## config.mk

```make
export PLATFORM = sky130hd
export DESIGN_NAME = wavetable_tone_generator_core
export DESIGN_NICKNAME = d
export VERILOG_FILES = /design/src/hdl/wtg_pkg.sv /design/src/hdl/wtg_div.sv /design/src/hdl/wavetable_tone_generator_core.sv
export SDC_FILE = /design/constraint.sdc
export NUM_CORES = 2
export LEC_CHECK = 0
export BUFFER_PORTS_ARGS = -buffer_cell sky130_fd_sc_hd__buf_2
export CAP_MARGIN = 5
export CORE_ASPECT_RATIO = 1.5
export CORE_MARGIN = 2
export CORE_UTILIZATION = 39
export DETAILED_ROUTE_END_ITERATION = 10
export GPL_TIMING_DRIVEN = 0
export SLEW_MARGIN = 20
export SYNTH_ARGS = -nofsm -noshare
export SYNTH_HDL_FRONTEND = slang
export SYNTH_SLANG_ARGS = --single-unit
export TNS_END_PERCENT = 100
```

## constraint.sdc

```tcl
create_clock -name i_clk -period 8.9 [get_ports i_clk]
set_input_delay 0.445 -clock i_clk [delete_from_list [all_inputs] [get_ports i_clk]]
set_output_delay 0.445 -clock i_clk [all_outputs]
set_load 0.1 [all_outputs]
```

## src/hdl/wtg_pkg.sv

```systemverilog
// Shared types and constants for the wavetable tone generator.
// Holds table geometry, frequency set-up constants, the divider request and
// response structs and the reset waveform table. No dependencies.
package wtg_pkg;

    // Table geometry
    localparam int TABLE_SIZE = 142;
    localparam int POS_W      = $clog2(TABLE_SIZE);
    localparam int HALF_SIZE  = TABLE_SIZE / 2;
    localparam int SAMPLE_W   = 8;
    localparam int INDEX_W    = 8;
    localparam int FREQ_W     = 16;
    localparam int CMD_W      = 2;

    // Command codes carried on tuser
    localparam logic [CMD_W-1:0] CMD_SAMPLE = 2'd0;
    localparam logic [CMD_W-1:0] CMD_WRITE  = 2'd1;
    localparam logic [CMD_W-1:0] CMD_FREQ   = 2'd2;

    // Frequency set-up constants
    localparam int FREQ_MIN   = 550;
    localparam int FREQ_MAX   = 39060;
    localparam int FREQ_DIV   = 7812;
    localparam int FREQ_ROUND = FREQ_DIV / 2;
    localparam int FREQ_MULT  = 10 * TABLE_SIZE;
    localparam int STEP_SCALE = 100;
    localparam int SAMPLE_MAX = 255;
    localparam logic [SAMPLE_W-1:0] VALUE_BIAS = 8'h80;

    // Derived widths
    localparam int DIVIDEND_MAX = FREQ_MAX * FREQ_MULT + FREQ_ROUND;
    localparam int RAW_MAX      = DIVIDEND_MAX / FREQ_DIV;
    localparam int DIVIDEND_W   = $clog2(DIVIDEND_MAX + 1);
    localparam int RAW_W        = $clog2(RAW_MAX + 1);
    localparam int STEP_W       = $clog2(RAW_MAX / STEP_SCALE + 1);
    localparam int PER_W        = $clog2(STEP_SCALE + 1);

    // Rounded-up reciprocals for the two constant divisions. The shift spans
    // the widest dividend plus the divisor bits, so the product's top bits give
    // the exact quotient for every dividend in range.
    localparam int     RAW_SHIFT    = DIVIDEND_W + $clog2(FREQ_DIV);
    localparam longint RAW_RECIP    = ((longint'(1) << RAW_SHIFT) + FREQ_DIV - 1)
                                      / FREQ_DIV;
    localparam int     RAW_RECIP_W  = $clog2(RAW_RECIP + 1);
    localparam int     RAW_PROD_W   = DIVIDEND_W + RAW_RECIP_W;
    localparam int     STEP_SHIFT   = RAW_W + $clog2(STEP_SCALE);
    localparam longint STEP_RECIP   = ((longint'(1) << STEP_SHIFT) + STEP_SCALE - 1)
                                      / STEP_SCALE;
    localparam int     STEP_RECIP_W = $clog2(STEP_RECIP + 1);
    localparam int     WHOLE_PROD_W = RAW_W + STEP_RECIP_W;

    // Period divider: STEP_SCALE over a remainder below STEP_SCALE
    localparam int DIV_N_W   = PER_W;
    localparam int DIV_D_W   = PER_W;
    localparam int DIV_CNT_W = $clog2(DIV_N_W + 1);

    // Divider handshake
    typedef struct packed {
        logic               start;
        logic [DIV_N_W-1:0] dividend;
        logic [DIV_D_W-1:0] divisor;
    } t_div_req;

    typedef struct packed {
        logic               done;
        logic [DIV_N_W-1:0] quotient;
    } t_div_rsp;

    // Frequency set-up sequencer
    typedef enum logic [2:0] {
        FS_IDLE,
        FS_MUL,
        FS_RAW,
        FS_WHOLE,
        FS_REM,
        FS_PERIOD
    } t_freq_state;

    // Reset waveform: a triangle rising to full scale at mid table
    typedef logic [SAMPLE_W-1:0] t_wave_rom [TABLE_SIZE];

    function automatic t_wave_rom build_wave_init();
        t_wave_rom rom;
        int        v;
        for (int i = 0; i < TABLE_SIZE; i++) begin
            if (i < HALF_SIZE) begin
                v = (SAMPLE_MAX * i) / HALF_SIZE;
            end else begin
                v = SAMPLE_MAX - (SAMPLE_MAX * (i - HALF_SIZE)) / HALF_SIZE;
            end
            rom[i] = SAMPLE_W'(v);
        end
        return rom;
    endfunction

    localparam t_wave_rom WAVE_INIT = build_wave_init();

endpackage

```

## src/hdl/wtg_div.sv

```systemverilog
// Restoring divider, one quotient bit per cycle, for the frequency set-up.
// Depends on wtg_pkg for widths and the request/response structs.
module wtg_div
    import wtg_pkg::*;
(
    input  logic     i_clk,
    input  logic     i_rst_n,
    input  t_div_req i_req,
    output t_div_rsp o_rsp
);

    logic [DIV_N_W-1:0]   r_quo;
    logic [DIV_D_W-1:0]   r_rem;
    logic [DIV_D_W-1:0]   r_div;
    logic [DIV_CNT_W-1:0] r_cnt;
    logic                 r_done;

    logic [DIV_D_W:0]     w_trial;
    logic [DIV_D_W:0]     w_diff;
    logic                 w_ge;
    logic [DIV_D_W-1:0]   n_rem;

    // Shift in the next dividend bit and try a subtraction
    always_comb begin
        w_trial = {r_rem, r_quo[DIV_N_W-1]};
        w_diff  = w_trial - {1'b0, r_div};
        w_ge    = (w_trial >= {1'b0, r_div});
        n_rem   = w_ge ? w_diff[DIV_D_W-1:0] : w_trial[DIV_D_W-1:0];
    end

    // Count iterations; pulse done after the last quotient bit
    always_ff @(posedge i_clk) begin
        if (!i_rst_n) begin
            r_cnt  <= '0;
            r_done <= 1'b0;
        end else if (i_req.start) begin
            r_cnt  <= DIV_CNT_W'(DIV_N_W);
            r_done <= 1'b0;
        end else if (r_cnt != '0) begin
            r_cnt  <= r_cnt - 1'b1;
            r_done <= (r_cnt == DIV_CNT_W'(1));
        end else begin
            r_done <= 1'b0;
        end
    end

    // Load operands or advance one step
    always_ff @(posedge i_clk) begin
        if (i_req.start) begin
            r_quo <= i_req.dividend;
            r_rem <= '0;
            r_div <= i_req.divisor;
        end else if (r_cnt != '0) begin
            r_quo <= {r_quo[DIV_N_W-2:0], w_ge};
            r_rem <= n_rem;
        end
    end

    assign o_rsp.done      = r_done;
    assign o_rsp.quotient  = r_quo;

endmodule

```

## src/hdl/wavetable_tone_generator_core.sv

```systemverilog
// Wavetable tone generator: table memory, read position stepping and the
// frequency set-up sequencer. Depends on wtg_pkg and wtg_div.
// Sample: result valid one cycle after the transfer; table write: one cycle each.
// Set frequency: the next transfer waits for three scaling stages and, when the step has a
// fraction, the bit-serial period divide (DIV_N_W steps).
// Reset (synchronous, active low) clears position, step, count and written flags.
module wavetable_tone_generator_core
    import wtg_pkg::*;
(
    input  logic                i_clk,
    input  logic                i_rst_n,
    input  logic                s_axis_tvalid,
    output logic                s_axis_tready,
    input  logic [31:0]         s_axis_tdata,  // table_index[7:0], entry_value[15:8], freq_dhz[31:16]
    input  logic [CMD_W-1:0]    s_axis_tuser,  // command[1:0]
    output logic                m_axis_tvalid,
    input  logic                m_axis_tready,
    output logic [SAMPLE_W-1:0] m_axis_tdata   // sample[7:0]
);

    // Input fields
    logic [INDEX_W-1:0]  w_index;
    logic [SAMPLE_W-1:0] w_value;
    logic [FREQ_W-1:0]   w_freq;
    logic                w_accept;

    assign w_index = s_axis_tdata[7:0];
    assign w_value = s_axis_tdata[15:8];
    assign w_freq  = s_axis_tdata[31:16];

    // Table storage and per-entry written flags
    logic [SAMPLE_W-1:0] r_mem [TABLE_SIZE];
    logic                r_valid [TABLE_SIZE];

    // Oscillator state
    logic [POS_W-1:0]    r_pos;
    logic [STEP_W-1:0]   r_whole;
    logic [PER_W-1:0]    r_period;
    logic [PER_W-1:0]    r_count;

    // Output stage
    logic                r_out_valid;
    logic [SAMPLE_W-1:0] r_rd_mem;
    logic [SAMPLE_W-1:0] r_rd_init;
    logic                r_rd_vld;

    // Frequency set-up
    t_freq_state             r_state;
    t_freq_state             n_state;
    logic [FREQ_W-1:0]       r_fclamp;
    logic [DIVIDEND_W-1:0]   r_dividend;
    logic [RAW_W-1:0]        r_raw;
    logic [RAW_PROD_W-1:0]   w_raw_prod;
    logic [WHOLE_PROD_W-1:0] w_whole_prod;
    logic [PER_W-1:0]        w_rem;
    t_div_req                w_div_req;
    t_div_rsp                w_div_rsp;

    // Accept while the set-up is idle and the output stage can take a sample
    assign s_axis_tready = (r_state == FS_IDLE) && (!r_out_valid || m_axis_tready);
    assign w_accept      = s_axis_tvalid && s_axis_tready;

    logic w_do_sample;
    logic w_do_write;
    logic w_do_freq;
    logic w_index_ok;

    assign w_do_sample = w_accept && (s_axis_tuser == CMD_SAMPLE);
    assign w_do_write  = w_accept && (s_axis_tuser == CMD_WRITE);
    assign w_do_freq   = w_accept && (s_axis_tuser == CMD_FREQ);
    assign w_index_ok  = ({1'b0, w_index} < (INDEX_W + 1)'(TABLE_SIZE));

    // Write the table memory
    always_ff @(posedge i_clk) begin
        if (w_do_write && w_index_ok) begin
            r_mem[w_index[POS_W-1:0]] <= w_value ^ VALUE_BIAS;
        end
    end

    // Mark written entries
    always_ff @(posedge i_clk) begin
        if (!i_rst_n) begin
            for (int i = 0; i < TABLE_SIZE; i++) begin
                r_valid[i] <= 1'b0;
            end
        end else if (w_do_write && w_index_ok) begin
            r_valid[w_index[POS_W-1:0]] <= 1'b1;
        end
    end

    // Read the entry at the current position; hold while the result waits
    always_ff @(posedge i_clk) begin
        if (w_do_sample) begin
            r_rd_mem  <= r_mem[r_pos];
            r_rd_init <= WAVE_INIT[r_pos];
            r_rd_vld  <= r_valid[r_pos];
        end
    end

    // Result valid flag
    always_ff @(posedge i_clk) begin
        if (!i_rst_n) begin
            r_out_valid <= 1'b0;
        end else if (w_do_sample) begin
            r_out_valid <= 1'b1;
        end else if (m_axis_tready) begin
            r_out_valid <= 1'b0;
        end
    end

    assign m_axis_tvalid = r_out_valid;
    assign m_axis_tdata  = r_rd_vld ? r_rd_mem : r_rd_init;

    // Next position: whole step plus the periodic extra step, wrapped once
    logic                w_count_hit;
    logic                w_extra;
    logic [PER_W-1:0]    w_count_inc;
    logic [POS_W:0]      w_sum;
    logic [POS_W:0]      w_wrap;

    always_comb begin
        w_count_inc = r_count + 1'b1;
        w_count_hit = (r_period != '0) && (w_count_inc == r_period);
        w_extra     = w_count_hit;
        w_sum       = (POS_W + 1)'(r_pos) + (POS_W + 1)'(r_whole) + (POS_W + 1)'(w_extra);
        w_wrap      = (w_sum >= (POS_W + 1)'(TABLE_SIZE))
                      ? w_sum - (POS_W + 1)'(TABLE_SIZE) : w_sum;
    end

    // Advance position and period count
    always_ff @(posedge i_clk) begin
        if (!i_rst_n) begin
            r_pos   <= '0;
            r_count <= '0;
        end else if (w_do_sample) begin
            r_pos <= w_wrap[POS_W-1:0];
            if (r_period != '0) begin
                r_count <= w_count_hit ? '0 : w_count_inc;
            end
        end else if (w_do_freq) begin
            r_count <= '0;
        end
    end

    // Clamp the requested frequency
    always_ff @(posedge i_clk) begin
        if (w_do_freq) begin
            if (w_freq < FREQ_W'(FREQ_MIN)) begin
                r_fclamp <= FREQ_W'(FREQ_MIN);
            end else if (w_freq > FREQ_W'(FREQ_MAX)) begin
                r_fclamp <= FREQ_W'(FREQ_MAX);
            end else begin
                r_fclamp <= w_freq;
            end
        end
    end

    // Reciprocal products for the raw step and the whole step
    assign w_raw_prod   = RAW_PROD_W'(r_dividend) * RAW_PROD_W'(RAW_RECIP);
    assign w_whole_prod = WHOLE_PROD_W'(r_raw) * WHOLE_PROD_W'(STEP_RECIP);

    // Fraction of the raw step; it stays below STEP_SCALE, so low bits suffice
    assign w_rem = r_raw[PER_W-1:0] - PER_W'(r_whole) * PER_W'(STEP_SCALE);

    // Scale the clamped frequency with rounding, then take the raw step
    always_ff @(posedge i_clk) begin
        if (r_state == FS_MUL) begin
            r_dividend <= DIVIDEND_W'(r_fclamp) * DIVIDEND_W'(FREQ_MULT)
                          + DIVIDEND_W'(FREQ_ROUND);
        end
        if (r_state == FS_RAW) begin
            r_raw <= w_raw_prod[RAW_SHIFT +: RAW_W];
        end
    end

    // Set-up sequencer state
    always_ff @(posedge i_clk) begin
        if (!i_rst_n) begin
            r_state <= FS_IDLE;
        end else begin
            r_state <= n_state;
        end
    end

    // Step through scaling, whole step, fraction and period divide
    always_comb begin
        n_state            = r_state;
        w_div_req.start    = 1'b0;
        w_div_req.dividend = DIV_N_W'(STEP_SCALE);
        w_div_req.divisor  = w_rem;
        unique case (r_state)
            FS_IDLE: begin
                if (w_do_freq) begin
                    n_state = FS_MUL;
                end
            end
            FS_MUL: begin
                n_state = FS_RAW;
            end
            FS_RAW: begin
                n_state = FS_WHOLE;
            end
            FS_WHOLE: begin
                n_state = FS_REM;
            end
            FS_REM: begin
                if (w_rem == '0) begin
                    n_state = FS_IDLE;
                end else begin
                    w_div_req.start = 1'b1;
                    n_state         = FS_PERIOD;
                end
            end
            FS_PERIOD: begin
                if (w_div_rsp.done) begin
                    n_state = FS_IDLE;
                end
            end
            default: begin
                n_state = FS_IDLE;
            end
        endcase
    end

    // Capture whole step and period
    always_ff @(posedge i_clk) begin
        if (!i_rst_n) begin
            r_whole  <= '0;
            r_period <= '0;
        end else if (r_state == FS_WHOLE) begin
            r_whole <= w_whole_prod[STEP_SHIFT +: STEP_W];
        end else if ((r_state == FS_REM) && (w_rem == '0)) begin
            r_period <= '0;
        end else if (w_div_rsp.done && (r_state == FS_PERIOD)) begin
            r_period <= w_div_rsp.quotient[PER_W-1:0];
        end
    end

    wtg_div u_div (
        .i_clk   (i_clk),
        .i_rst_n (i_rst_n),
        .i_req   (w_div_req),
        .o_rsp   (w_div_rsp)
    );

endmodule
```

==> Word level (Yosys, flattened, before mapping) <==
Memories as Yosys holds them, arrays and structs flattened. A register that Yosys moved wholly into a read port is not among the register bits.
Index checks and enable logic that the tools add are counted.
{ "classes": {"add_sub_neg": 8, "multipliers": 4, "n_div": 0, "magnitude_cmp": 5, "eq_ne": 12, "shifts": 0, "n_mux": 28, "n_bitwise": 5, "n_reduce_logical": 26} }
{ "op_table": {"columns": ["operator", "n"], "rows": [
  ["multiplier 26 x 27 -> 52 bit, second input constant", 1],
  ["two-way mux 7 bit", 7],
  ["adder 26 x 12 -> 26 bit, second input constant", 1],
  ["multiplier 13 x 13 -> 26 bit, second input constant", 1],
  ["multiplier 16 x 9 -> 24 bit, second input constant", 1],
  ["two-way mux 8 bit", 3],
  ["case mux 3 bit (6 select lines)", 1],
  ["greater-than comparator 16 bit, second input constant", 1],
  ["< comparator 16 x 10 -> 1 bit, second input constant", 1],
  ["two-way mux 16 bit", 1],
  ["two-way mux 3 bit", 5],
  ["subtractor 7 bit", 2],
  ["two-way mux 1 bit", 11],
  ["adder 8 x 7 -> 9 bit", 1],
  ["adder 9 x 1 -> 9 bit", 1],
  [">= comparator 9 x 8 -> 1 bit, second input constant", 1],
  ["logical AND 1 bit", 9],
  ["inverter 8 -> 9 bit", 1],
  [">= comparator 8 x 7 -> 1 bit", 1],
  ["< comparator 8 bit, second input constant", 1],
  ["nonzero test 2 bit", 4],
  ["subtractor 8 bit, second input constant", 1],
  ["adder 7 x 1 -> 7 bit, second input constant", 1],
  ["equality test 7 bit", 1],
  ["21 further kinds", 30]
]} }
{ "word_totals": {"regBits": 113, "latchBits": 0, "mem_bits_rw": 1278, "romBits": 2048, "elab_cells": 106, "mem_count": 3} }
{ "mem_list": {"columns": ["name", "depth", "word_bits", "read_ports", "rd_clocked_by_memory_dff", "write_ports", "line", "rtl"], "rows": [
  ["(no name shown)", 256, 8, 1, 1, 0, "wavetable_tone_generator_core.sv:95", "r_rd_init <= WAVE_INIT[r_pos];"],
  ["r_mem", 142, 8, 1, 1, 1, "wavetable_tone_generator_core.sv:32", "logic [SAMPLE_W-1:0] r_mem [TABLE_SIZE];"],
  ["r_valid", 142, 1, 1, 1, 142, "wavetable_tone_generator_core.sv:33", "logic r_valid [TABLE_SIZE];"]
]} }

==> Longest topological paths before layout <==
{ "logic_depth": {"ltp_word": 11, "depth_mapped": 26, "ltp_nobuf": 26} }

==> Modules after synthesis <==
From an unflattened synthesis, not the netlist that was laid out.
{ "hier_totals": {"cells_unflattened": 4927, "area_unflattened_um2": 74884.3} }
{ "modules_own_cells": {"columns": ["module", "instances", "cells_per_inst", "area_per_inst_um2", "seq_area_each_um2"], "rows": [
  ["wavetable_tone_generator_core", 1, 4791, 73456.7, 42000.3],
  ["wtg_div", 1, 136, 1427.6, 640.6]
]} }

==> Worst setup path before layout <==
No wires, ideal clock.
{ "synth_path": {"kind": "reg2reg", "startpoint": "register r_dividend[10]", "endpoint": "register r_raw[12] (data pin)", "t_arrival_ns": 6.504, "required_time_ns": 8.632, "path_slack_ns": 2.128, "path_stages_with_launch": 24, "path_buffers": 0, "cell_sequence": "edfxtp_1 inv_1 fa_1 fa_1 fa_1 inv_1 fa_1 inv_1 fa_1 fa_1 inv_1 fa_1 inv_1 ha_1 nand4_1 nor2_1 a221oi_1 o21ai_0 o311ai_2 o22ai_1 o41ai_1 o21ai_1 o41ai_1 xnor2_1"} }
{ "synth_via": {"elab_chain_cells": 1} }
{ "synth_lines": {"columns": ["item", "line", "rtl"], "rows": [
  ["from (decl)", "wavetable_tone_generator_core.sv:51", "logic [DIVIDEND_W-1:0] r_dividend;"],
  ["from (signal assigned)", "wavetable_tone_generator_core.sv:168", "r_dividend <= DIVIDEND_W'(r_fclamp) * DIVIDEND_W'(FREQ_MULT)"],
  ["multiplier 26 x 27 -> 52 bit", "wavetable_tone_generator_core.sv:159", "assign w_raw_prod = RAW_PROD_W'(r_dividend) * RAW_PROD_W'(RAW_RECIP);"],
  ["net w_raw_prod[51]", "wavetable_tone_generator_core.sv:53", "logic [RAW_PROD_W-1:0] w_raw_prod;"],
  ["to (signal assigned)", "wavetable_tone_generator_core.sv:172", "r_raw <= w_raw_prod[RAW_SHIFT +: RAW_W];"],
  ["to (decl)", "wavetable_tone_generator_core.sv:52", "logic [RAW_W-1:0] r_raw;"]
]} }
The timed path passes the listed nets, and every way through them passes these cells.
A chain may end at the register's enable or synchronous reset.

==> Worst setup path in the final report <==
Ends and elaborated chain as after synthesis.

==> flow_summary_export.csv <==
group,metric,value,unit
worst_setup_path,cpMaxStageDelayCell,"fa_1",
worst_hold_path,hold_class,"input pin to flip-flop",
sta,worst_slack,0.823,ns
flow_run,max_cap_violations,0,
sta,finClkSkew,0.0393,ns
synthesis,synth_flop_cell,"edfxtp_1",
synthesis,synth_nets,5714,
final_layout,area.sequential,42600,um^2
pwr,power_frac_seq,29.5,%
run_status,status,"finished, final reports clean",
synthesis,synth_edf_count,1213,
clocking,cts_htree_levels,4,
sta,hold_ws,0.0595,ns
routing,first_iter_violations,3342,
worst_setup_path,crit_path_cell_trace,"inv_1 -> fa_1 -> fa_1 -> fa_1 -> inv_1 -> fa_1 -> inv_1 -> fa_1 -> fa_1 -> inv_1 -> fa_1 -> inv_1 -> ha_1 -> nand4_1 -> nor2_1 -> a221oi_1 -> o21ai_0 -> o311ai_2 -> o22ai_1 -> o41ai_1 -> o21ai_1 -> o41ai_1 -> xnor2_1",
sta,fin_crit_sh,90.7,%
sta,max_freq,124,MHz
worst_setup_path,crit_type,"flip-flop to flip-flop",
clocking,clkLatencyLatePin,0.80,ns
sta,hold_viol,0,
routing,drc,0,
worst_setup_path,critical_path.most_common_cell,"fa_1",
clocking,cts-root-buf,"clkbuf_16",
floorplanning,die_h,538,um
placed_design,port_buffers,45,
pwr,internal_power,17.0,mW
synthesis,synth.largest_area_cell,"edfxtp_1",
synthesis,synth_cell_type_count,76,
synthesis,postSynthRegisterBits,1520,
final_layout,area.growth.synth_to_final,11.4,%
sta,timing.max_slew.rel_slack,14.7,%
worst_setup_path,crit_path_max_incr_delay,0.55,ns
floorplanning,die_w,360,um
synthesis,syn-instance-count,4965,
pwr,p_per_area,330,nW/um^2
placed_design,detailedPlacementHpwl,142000,um
floorplanning,num_rows,195,
worst_setup_path,reg2reg_slack,0.82,ns
routing,detail_route.wl_per_cell,25.0,um
pwr,net-switching-power,10.3,mW
worst_setup_path,cp.arrival,8.57,ns
pwr,clock_power_share,22.4,%
worst_setup_path,endpoint_kind,"flip-flop",
grt,grt_pass1_vias,43800,
sta,worst_pin_slew,1.28,ns
routing,route.antenna.remaining_nets,0,
grt,grt_first_pass_wirelength,285000,um
worst_setup_path,cp_max_fo,5,
routing,routed_wl,194000,um
final_layout,layout-drive-gt1-share,14.4,%
sta,final.min_clock_period,8.08,ns
final_layout,most_common_cell_after_layout_fill_and_taps_aside,"edfxtp_1",
pwr,power.static_leakage,30.0,nW
synthesis,synth_area_leaders,"edfxtp_1 49%, mux4_2 12%, dfxtp_1 8.3%",
sta,rsz0062_at_grt,"false",
grt,number_of_antenna_violations_at_the_first_check_in_global_routing,11,
sta,setup_viol_count_final,0,
floorplanning,total_core_area,188000,um^2
placed_design,gp_congestion,0.930,
synthesis,post_synthesis_area_per_instance,14.9,um^2
synthesis,asyncSetResetFlopFracSynth,0,%
sta,totalNegativeSetupSlack,0,ns
pwr,combinationalPowerShare,48.1,%
grt,grt_start_max_net_pins,104,
clocking,cts_buffers,143,
final_layout,filler_cell_count,16800,
worst_setup_path,setup.worst_path.start_class,"flip-flop",
clocking,path_clk_slew,0.06,ns
clocking,cts_sinks,1520,
floorplanning,dieArea,193000,um^2
routing,drt_pre_antenna_iters,8,
synthesis,synth_warnings,0,
pwr,worst_ir_drop_on_vdd,0.000477,V
routing,via_count,41500,
synthesis,synth_top_area_share,49.2,%
worst_setup_path,cp_required,9.39,ns
final_layout,mostFrequentLayoutCells,"1,213 x edfxtp_1, 547 x nor2_1, 479 x inv_1",
clocking,clk_path_buf_depth,3,
final_layout,finish.net_count,5929,
routing,via_density_per_instance,5.35,
grt,globalRouteOverflowTotal,0,
placed_design,placement.setup.worst_slack,0.718,ns
clocking,tritoncts,"yes",
synthesis,mappedNetlistArea,74000,um^2
sta,final_max_slew_viol_count,0,
pwr,swShare,37.7,%
synthesis,share_of_synthesized_area_occupied_by_flip_flops_and_latches,57.5,%
grt,track_usage,20.2,%
final_layout,multiInputGateArea,28400,um^2
floorplanning,initial_core_util,39.3,%
floorplanning,ios,48,
## cell families (layout without fill, tap and decap cells)
logic type / Yosys count / in the layout / synth area share, %
flops: 1520 / 1520 / 57.5
simple gates: 912 / 912 / 5.28
buf+inv: 802 / 1135 / 4.15
fa+ha+maj: 711 / 711 / 14.7
mux: 502 / 502 / 13.4
compound gates: 436 / 436 / 3.93
xor+xnor: 82 / 82 / 0.970
other cells: 0 / 6 / 0
## critical path: cells and delay by family, from the launching register on
kind	cells	cell delay (ns)
compound gates	7	2.54
buf+inv	5	0.49
xor+xnor	1	0.23
simple gates	2	0.16
fa+ha+maj	8	3.84
flops	1	0.53
## metal layers
metal / share of wire [%] / global-route usage [%]
met5: 0.024 / 0
met4: 5.4 / 10.3
met3: 5.0 / 3.21
met2: 53 / 37.2
met1: 36 / 22.4
## power groups by stage
stage | Combinational, mW | Clock (mW) | Sequential, mW
after floorplan | 9.59 | 0 | 8.13
after CTS | 13.4 | 6.20 | 8.04
after global routing | 15.3 | 6.46 | 8.05
after detailed placement | 13.3 | 0 | 8.20
after global placement | 13.2 | 0 | 8.21
final | 13.1 | 6.09 | 8.04
## through the flow
stage               power, mW  std cells  utilization, %  cell area, um^2
global placement         21.4       7472            41.1            77300
detailed placement       21.5       7485            41.2            77700
finish                   27.2       7766            43.8            82500
global route             29.8       7763            43.8            82500
floorplan                17.7       4965               -            74000
CTS                      27.7       7760            43.8            82400
## cell type report
cell class,instances,share of cell area [%]
Timing Repair Buffer,70,0.815
Clock buffer,207,4.88
Sequential cell,1520,51.6
Multi-Input combinational cell,2643,34.4
Clock inverter,56,0.748
Inverter,482,2.20
Buffer,320,1.55
Tap cell,2462,3.73
Antenna cell,6,0.0182
## worst paths after layout
kind | to | startpoint | depth (start not counted)
max | r_raw[12] | r_dividend[10] | 23
min | r_fclamp[6] | s_axis_tdata[22] | 2
max reg2reg | r_raw[12] | r_dividend[10] | 23
min reg2reg | r_valid[216] | r_valid[216] | 1
## registers in the layout, summed over array words and instances (netlist names)
signal	cells
m_axis_tvalid	1
r_count	7
r_dividend	24
r_fclamp	16
r_mem	1136
r_period	7
r_pos	8
r_raw	13
r_rd_init	8
r_rd_mem	8
r_rd_vld	1
r_state	3
r_valid	256
r_whole	7
u_div.r_cnt	3
u_div.r_div	7
u_div.r_done	1
u_div.r_quo	7
u_div.r_rem	7
## what timing repair did
action,CTS,global route
hold buffers,12,0
hold endpoints to repair,12,0
gates resized for setup,0,0
endpoints found under the setup margin,0,0
buffers inserted,0,0
## Yosys cell counts (all sizes together), types with 6 or more instances
library cell	n
and2	13
a21o	29
or3	7
clkbuf	241
inv	482
nor4	8
o2111ai	6
a311oi	6
a21oi	95
fa	269
ha	442
o211ai	21
a31oi	14
nor2b	23
nor3	39
nor3b	8
mux2	8
mux4	391
nand3	28
or2	14
nand3b	6
o21ai	105
a22oi	7
xnor2	54
edfxtp	1213
dfxtp	307
nand2b	15
a211oi	29
and3	6
nor2	550
a22o	9
xor2	28
nand2	162
o22ai	25
o221ai	32
o31ai	7
mux2i	103
buf	79
nand4	19
o21a	17
No activity file was read; power rests on OpenSTA's default activity.
